==> src/sv/lsis_pkg.sv <==
`default_nettype none
// ----------------------------------------------------------------------------
// lsis_pkg
// Shared types and constants for the linear systolic insertion sorter.
// ----------------------------------------------------------------------------
package lsis_pkg;

   localparam int VALUE_W       = 32;
   localparam int CELLS_DEFAULT = 8;

   localparam logic signed [VALUE_W-1:0] INT_MAX = 32'sh7FFF_FFFF;

   // value moving from one cell to the next
   typedef struct packed {
      logic                      valid;
      logic signed [VALUE_W-1:0] value;
   } token_type;

   // row-wide control from the sequencer
   typedef struct packed {
      logic shift;   // move held values one cell toward cell 0
      logic clear;   // return every cell to INT_MAX
   } cell_ctrl_type;

endpackage
`default_nettype wire

==> src/sv/lsis_cell.sv <==
`default_nettype none
// ----------------------------------------------------------------------------
// lsis_cell
// One compare-swap cell: keeps the smaller value, hands the larger onward.
// ----------------------------------------------------------------------------
module lsis_cell (
   input  wire                               clock,
   input  wire                               reset,
   input  wire lsis_pkg::cell_ctrl_type      ctrl,
   input  wire lsis_pkg::token_type          token_i,
   input  wire logic signed [lsis_pkg::VALUE_W-1:0] right_value,
   output lsis_pkg::token_type               token_o,
   output logic signed [lsis_pkg::VALUE_W-1:0]      held_value
);
   import lsis_pkg::*;

   logic signed [VALUE_W-1:0] held_ff, held_in;
   token_type                 pass_ff, pass_in;

   always_comb begin
      held_in       = held_ff;
      pass_in.valid = 1'b0;
      pass_in.value = pass_ff.value;
      if (ctrl.clear) begin
         held_in = INT_MAX;
      end else if (ctrl.shift) begin
         held_in = right_value;
      end else if (token_i.valid) begin
         pass_in.valid = 1'b1;
         if (token_i.value < held_ff) begin
            held_in       = token_i.value;
            pass_in.value = held_ff;
         end else begin
            pass_in.value = token_i.value;
         end
      end
   end

   always_ff @(posedge clock) begin
      if (reset) begin
         held_ff       <= INT_MAX;
         pass_ff.valid <= 1'b0;
      end else begin
         held_ff       <= held_in;
         pass_ff.valid <= pass_in.valid;
      end
      pass_ff.value <= pass_in.value;
   end

   assign token_o    = pass_ff;
   assign held_value = held_ff;

endmodule
`default_nettype wire

==> src/sv/linear_systolic_insertion_sorter_unit.sv <==
`default_nettype none
// ----------------------------------------------------------------------------
// linear_systolic_insertion_sorter_unit
// Row of compare-swap cells that sorts a set of signed words, ascending.
// ----------------------------------------------------------------------------
// Loading: one word per cycle while req_tready is high (LOAD state); each
// word walks the row one cell per cycle. After the word marked tlast, the
// row settles in the FLUSH state, then the sorted words leave from cell 0
// at one per cycle while rsp_tready is high.
// Reset (synchronous) sets every cell to INT_MAX and clears count and flags.
// ----------------------------------------------------------------------------
module linear_systolic_insertion_sorter_unit #(
   parameter int CELLS = lsis_pkg::CELLS_DEFAULT
) (
   input  wire                               clock,
   input  wire                               reset,
   input  wire                               req_tvalid,
   output logic                              req_tready,
   input  wire [lsis_pkg::VALUE_W-1:0]       req_tdata,   // [31:0] value
   input  wire                               req_tlast,   // end_of_set
   output logic                              rsp_tvalid,
   input  wire                               rsp_tready,
   output logic [lsis_pkg::VALUE_W-1:0]      rsp_tdata,   // [31:0] sorted_value
   output logic                              rsp_tuser,   // [0] overflowed
   output logic                              rsp_tlast    // final_result
);
   import lsis_pkg::*;

   localparam int CW = $clog2(CELLS + 1);

   typedef enum logic [1:0] {LOAD, FLUSH, DRAIN} state_type;

   state_type            state_ff, state_in;
   logic [CW-1:0]        count_ff, count_in;
   logic [CW-1:0]        remain_ff, remain_in;
   logic                 ovf_ff, ovf_in;
   logic                 rsp_valid_ff, rsp_valid_in;
   logic [VALUE_W-1:0]   rsp_data_ff, rsp_data_in;
   logic                 rsp_user_ff, rsp_user_in;
   logic                 rsp_last_ff, rsp_last_in;
   logic                 accept;
   logic                 take_out;
   cell_ctrl_type        ctrl;

   token_type                 tok   [CELLS+1];
   logic signed [VALUE_W-1:0] held  [CELLS];
   logic signed [VALUE_W-1:0] right [CELLS];

   assign req_tready = (state_ff == LOAD);
   assign accept     = req_tvalid && req_tready;
   assign take_out   = (state_ff == DRAIN) && (!rsp_valid_ff || rsp_tready);

   assign tok[0].valid = accept;
   assign tok[0].value = req_tdata;

   genvar g;
   generate
      for (g = 0; g < CELLS; g++) begin : g_cell
         if (g == CELLS - 1) begin : g_end
            assign right[g] = INT_MAX;
         end else begin : g_mid
            assign right[g] = held[g+1];
         end
         lsis_cell u_cell (
            .clock       (clock),
            .reset       (reset),
            .ctrl        (ctrl),
            .token_i     (tok[g]),
            .right_value (right[g]),
            .token_o     (tok[g+1]),
            .held_value  (held[g])
         );
      end
   endgenerate

   always_comb begin
      state_in     = state_ff;
      count_in     = count_ff;
      remain_in    = remain_ff;
      ovf_in       = ovf_ff;
      rsp_valid_in = rsp_valid_ff;
      rsp_data_in  = rsp_data_ff;
      rsp_user_in  = rsp_user_ff;
      rsp_last_in  = rsp_last_ff;
      ctrl.shift   = 1'b0;
      ctrl.clear   = 1'b0;

      if (rsp_valid_ff && rsp_tready) begin
         rsp_valid_in = 1'b0;
      end

      case (state_ff)
         LOAD: begin
            if (accept) begin
               if (count_ff == CW'(CELLS)) begin
                  ovf_in = 1'b1;
               end else begin
                  count_in = count_ff + 1'b1;
               end
               if (req_tlast) begin
                  state_in  = FLUSH;
                  remain_in = CW'(CELLS - 1);
               end
            end
         end
         FLUSH: begin
            if (remain_ff == '0) begin
               state_in  = DRAIN;
               remain_in = count_ff;
            end else begin
               remain_in = remain_ff - 1'b1;
            end
         end
         DRAIN: begin
            if (take_out) begin
               rsp_valid_in = 1'b1;
               rsp_data_in  = held[0];
               rsp_user_in  = ovf_ff;
               rsp_last_in  = (remain_ff == CW'(1));
               remain_in    = remain_ff - 1'b1;
               ctrl.shift   = 1'b1;
               if (remain_ff == CW'(1)) begin
                  ctrl.clear = 1'b1;
                  state_in   = LOAD;
                  count_in   = '0;
                  ovf_in     = 1'b0;
               end
            end
         end
         default: begin
            state_in = LOAD;
         end
      endcase
   end

   always_ff @(posedge clock) begin
      if (reset) begin
         state_ff     <= LOAD;
         count_ff     <= '0;
         remain_ff    <= '0;
         ovf_ff       <= 1'b0;
         rsp_valid_ff <= 1'b0;
      end else begin
         state_ff     <= state_in;
         count_ff     <= count_in;
         remain_ff    <= remain_in;
         ovf_ff       <= ovf_in;
         rsp_valid_ff <= rsp_valid_in;
      end
      rsp_data_ff <= rsp_data_in;
      rsp_user_ff <= rsp_user_in;
      rsp_last_ff <= rsp_last_in;
   end

   assign rsp_tvalid = rsp_valid_ff;
   assign rsp_tdata  = rsp_data_ff;
   assign rsp_tuser  = rsp_user_ff;
   assign rsp_tlast  = rsp_last_ff;

endmodule
`default_nettype wire
==> config.mk <==
export PLATFORM = sky130hd
export DESIGN_NAME = linear_systolic_insertion_sorter_unit
export DESIGN_NICKNAME = d
export VERILOG_FILES = /design/src/sv/lsis_pkg.sv /design/src/sv/lsis_cell.sv /design/src/sv/linear_systolic_insertion_sorter_unit.sv
export SDC_FILE = /design/constraint.sdc
export NUM_CORES = 1
export LEC_CHECK = 0
export BUFFER_PORTS_ARGS = -buffer_cell sky130_fd_sc_hd__buf_4
export CAP_MARGIN = 10
export CELL_PAD_IN_SITES_DETAIL_PLACEMENT = 0
export CELL_PAD_IN_SITES_GLOBAL_PLACEMENT = 1
export CORE_MARGIN = 4
export CORE_UTILIZATION = 52
export CTS_CLUSTER_SIZE = 8
export DETAILED_ROUTE_END_ITERATION = 12
export PLACE_DENSITY_LB_ADDON = 0.08
export REMOVE_ABC_BUFFERS = 1
export SETUP_SLACK_MARGIN = 0.5
export SYNTH_ARGS = -nofsm -noshare
export SYNTH_HDL_FRONTEND = slang
export SYNTH_HIERARCHICAL = 1
export SYNTH_SLANG_ARGS = --single-unit
==> constraint.sdc <==
create_clock -name clock -period 6.8 [get_ports clock]
set_input_delay 0 -clock clock [delete_from_list [all_inputs] [get_ports clock]]
set_output_delay 0 -clock clock [all_outputs]
set_load 0.02 [all_outputs]
# Word-level counts from Yosys, hierarchy flattened
# Cells that the tools add are included.
[totals]
ff_bits = 533
inputBits = 37
output_inout_bits = 36
[op_classes]
addsub = 2
n_lt_le_gt_ge = 8
eq_ne = 11
muxes = 62
n_bitwise = 2
n_reduce_logical = 45
[op_table]
columns = ["op", "n"]
rows = [
  ["two-way mux 32 bit", 28],
  ["less-than comparator 32 bit", 8],
  ["two-way mux 33 bit", 7],
  ["two-way mux 4 bit", 8],
  ["nonzero test 2 bit", 15],
  ["AND reduction 3 bit", 7],
  ["AND reduction 2 bit", 9],
  ["AND reduction 5 bit", 3],
  ["two-way mux 2 bit", 7],
  ["case mux 4 bit (3 select lines)", 1],
  ["two-way mux 1 bit", 8],
  ["inequality test 2 x 1 -> 1 bit (second input constant)", 4],
  ["case mux 4 bit (2 select lines)", 1],
  ["inequality test 2 bit (second input constant)", 3],
  ["case mux 2 bit (3 select lines)", 1],
  ["adder 4 x 1 -> 4 bit (second input constant)", 1],
  ["equality test 4 x 1 -> 1 bit (second input constant)", 1],
  ["equality test 4 bit (second input constant)", 1],
  ["zero test 4 bit", 1],
  ["AND reduction 4 bit", 1],
  ["subtractor 4 x 1 -> 4 bit (second input constant)", 1],
  ["logical AND 1 bit", 3],
  ["nonzero test 3 bit", 1],
  ["OR reduction 3 bit", 1],
  ["8 further kinds", 9],
]

# Longest topological paths before layout
[depth]
depth_word = 7
depth_mapped = 10
depth_no_buf = 9

# By module
# The synthesis kept the hierarchy.
[by_module_without_submodules]
columns = ["module", "n_inst", "cells_each", "area_per_inst_um2"]
rows = [
  ["lsis_cell (g_cell[0].u_cell ...)", 7, 418, 4424.2],
  ["lsis_cell (g_cell[1].u_cell)", 1, 367, 3940.0],
  ["linear_systolic_insertion_sorter_unit", 1, 133, 1888.1],
]

# Worst setup path after synthesis
# No wires, ideal clock.
[synth_timing]
kind = "register -> register"
start = "reg state_ff[0]"
end = "reg g_cell[2].u_cell.pass_ff, in the netlist g_cell[2].u_cell/token_o[0] (enable)"
arrival_time_ps = 4333
t_required_ps = 6339
setup_slack_ps = 2006
stages_incl_launch_ff = 8
n_path_buf = 3
cell_sequence = "dfxtp_1 inv_1 ha_1 buf_4 and2_1 clkbuf_1 buf_1 nor3_1"
[synth_rtl]
columns = ["item", "line", "source"]
rows = [
  ["start, declared", "linear_systolic_insertion_sorter_unit.sv:33", "state_type state_ff, state_in;"],
  ["start signal, assigned", "linear_systolic_insertion_sorter_unit.sv:144", "state_ff <= state_in;"],
  ["end, declared", "lsis_cell.sv:18", "token_type pass_ff, pass_in;"],
]

# Worst setup path in the final report
[layout_timing]
start = "reg g_cell[5].u_cell.pass_ff, in the netlist g_cell[5].u_cell/token_o[5]"
end = "reg g_cell[6].u_cell.held_ff[4]"
[layout_between]
elab_chain_cells = 3
[layout_lines]
columns = ["item", "line", "source"]
rows = [
  ["start, declared", "lsis_cell.sv:18", ""],
  ["less-than comparator 32 bit", "lsis_cell.sv:30", "if (token_i.value < held_ff) begin"],
  ["nonzero test 2 bit (no line)", "-", ""],
  ["AND reduction 2 bit (no line)", "-", ""],
  ["end signal, assigned", "lsis_cell.sv:44", "held_ff <= held_in;"],
  ["end, declared", "lsis_cell.sv:17", "logic signed [VALUE_W-1:0] held_ff, held_in;"],
]
# No other way between the ends.
# A chain may end at the register's enable or synchronous reset.

==> results.py <==
metrics = {
    "cts": {
        "numCtsBuffers": 77,
        "cts_tree": "done",
        "max-clock-path-buffers": 3,
        "cts-root-buf": "clkbuf_16",
        "cts_resized": 0,
        "clk_pin_slew_ns": 0.05,
        "cts_hold_buf": 38,
        "cts_sinks": 533,
        "worstSkewPairLatency_ns": 0.62,
        "cts_setup_buffers": 0,
        "htreeDepth": 3,
    },
    "hold_path": {
        "timing.hold.worst_endpoint": "g_cell[0].u_cell/token_o[26]",
        "min_from": "req_tdata[26]",
        "hp-class": "in -> reg",
        "whs_path_depth": 3,
    },
    "place": {
        "gp_congestion": 0.882,
        "dp_hpwl_um": 61700,
        "port_buffers": 72,
        "placed_area_um2": 36200,
    },
    "run": {
        "drv_cap": 0,
    },
    "floorplanning": {
        "num_rows": 95,
        "die_area_um2": 72000,
        "io_pins": 73,
        "initial_core_util_pct": 52.5,
        "coreArea_um2": 67200,
        "fp.dieH_um": 268,
        "die_x_um": 268,
    },
    "run_status": {
        "status": "completed",
    },
    "setup_path": {
        "worst-r2r-cell-count": 8,
        "r2r_end": "g_cell[6].u_cell/held_value[4]",
        "slowest_stage": "o211a_1",
        "reg2reg_slack_ns": 2.54,
        "endpoint_kind": "flop",
        "crit_chain": "ha_1, a21o_1, a21o_1, a221oi_1, o211a_1, nor2b_2, buf_4, a211oi_1",
        "worstPathMaxFanout": 34,
        "cp.arrival_ns": 4.73,
        "critPathMaxStageDelay_ns": 1.02,
        "critPathKind": "reg -> reg",
        "start_kind": "flop",
        "r2r_start": "g_cell[5].u_cell/token_o[5]",
        "required_ns": 7.28,
        "cpMostUsedCell": "a21o_1",
    },
    "pwr": {
        "peakVddDrop_mv": 0.402,
        "p_per_area_nw_per_um2": 332,
        "p_leak_nw": 17.8,
    },
    "timing": {
        "holdWs_ns": 0.241,
        "timing.final.hold_violations": 0,
        "post-route-min-period_ns": 4.26,
        "fin_worst_skew_ns": 0.0161,
        "finalSetupViolCount": 0,
        "max_freq_mhz": 235,
        "timing.final.crit_share_pct": 62.6,
        "relSlewSlack_pct": 14.2,
        "slew_violations": 0,
        "tightest_slew_ns": 1.29,
        "rsz0062_at_grt": "no",
    },
    "global_route": {
        "overflow": 0,
        "grt_pass1_vias": 27200,
        "grt_pass1_wl_um": 146000,
        "grt_use_total_pct": 24.4,
        "grt_max_degree": 125,
        "antenna_found_initial": 0,
    },
    "logic_synthesis": {
        "netlist_area_um2": 35300,
        "postSynthAreaPerCell_um2": 10.5,
        "synthCells": 3351,
        "ys_warn_count": 6,
    },
    "drt": {
        "routed_wl_um": 89800,
        "ant_nets": 0,
        "vias": 26800,
        "drc": 0,
        "first_pass_iters": 5,
        "wl_per_cell_um": 21.0,
        "drtIter0Drc": 1473,
        "avgViaCountPerCell": 6.28,
    },
    "layout": {
        "final_area_um2": 38800,
        "drive_above_1_share_pct": 15.6,
        "fillers": 5633,
        "post-route-util_pct": 57.8,
        "ff_latch_area_um2": 13300,
        "diodes": 0,
        "area_growth_pct": 10.1,
        "num-nets-final": 3641,
        "multiInputGateArea_um2": 19900,
    },
}
-- report_power, final --
| group | internal, mW | total (mW) | switching, mW |
|---|---|---|---|
| Clock | 2.15 | 3.64 | 1.49 |
| Combinational | 2.07 | 4.63 | 2.56 |
| Sequential | 4.08 | 4.61 | 0.534 |
-- through the flow --
step / instances / total power [mW] / setup TNS, ns / worst slack [ns]
6_report: 4276 / 12.9 / 0 / 2.54
4_1_cts: 4276 / 13.0 / 0 / 2.50
2_1_floorplan: 3115 / 8.37 / -3927.04 / -10.12
3_3_place_gp: 4103 / 9.07 / 0 / 2.58
3_5_place_dp: 4103 / 9.26 / 0 / 2.53
5_1_grt: 4276 / 13.6 / 0 / 2.43
-- layout by cell type (no fill, tap or decap), drive strengths merged, types with 49 or more instances in the layout --
master and n:
and3 437, inv 299, dfxtp 275, edfxtp 258, ha 257, a211oi 235, mux2i 227, a2111oi 224
mux2 224, clkbuf 128, buf 115, a21oi 89, nand2 72, nor2 68, o21ai 68, a221oi 54
nand4 51, and2 49
-- cell type report --
class / instances / share of cell area, %
clock buffers: 128 / 5.51
clock inverters: 7 / 0.274
inverters: 297 / 2.87
multi-input cells: 2285 / 51.2
flip-flops and latches: 533 / 34.1
well taps: 873 / 2.81
repair buffers: 153 / 3.24
-- layer usage --
layer  up-vias  part of all wire, %  GRT usage [%]
met5         -                    0              0
met4         0                  2.7           7.56
met3       157                  3.4           3.34
met2       523                   50           43.6
met1     13300                   44           30.8
li1      12900                    -              -
-- worst max-delay path: cells and delay by family (launching register included) --
kind | cells | cell delay, ns
buffers and inverters | 1 | 0.38
AO/OA/AOI/OAI | 5 | 2.36
flip-flops | 1 | 0.41
adder cells (fa/ha/maj) | 1 | 0.34
AND/OR/NAND/NOR | 1 | 0.61
-- sequential cells by signal (all words and copies together) (netlist names) --
name	flops
count_ff	4
g_cell.u_cell/held_value	256
g_cell.u_cell/token_o	231
ovf_ff	1
remain_ff	4
rsp_tdata	32
rsp_tlast	1
rsp_tuser	1
rsp_tvalid	1
state_ff	2
-- how the worst max path moves through the flow --
stage	from	end	slack [ns]	cells after the start
after floorplan	state_ff[0]	g_cell[0].u_cell/token_o[0]	-10.12	4
after global placement	g_cell[1].u_cell/token_o[1]	g_cell[2].u_cell/held_value[0]	2.58	7
after detailed placement	g_cell[1].u_cell/token_o[1]	g_cell[2].u_cell/held_value[0]	2.53	7
after CTS	g_cell[1].u_cell/token_o[1]	g_cell[2].u_cell/held_value[0]	2.50	7
after global routing	g_cell[5].u_cell/held_value[1]	g_cell[5].u_cell/held_value[13]	2.43	8
final	g_cell[5].u_cell/token_o[5]	g_cell[6].u_cell/held_value[4]	2.54	8
Power figures use the tool's default switching activity.
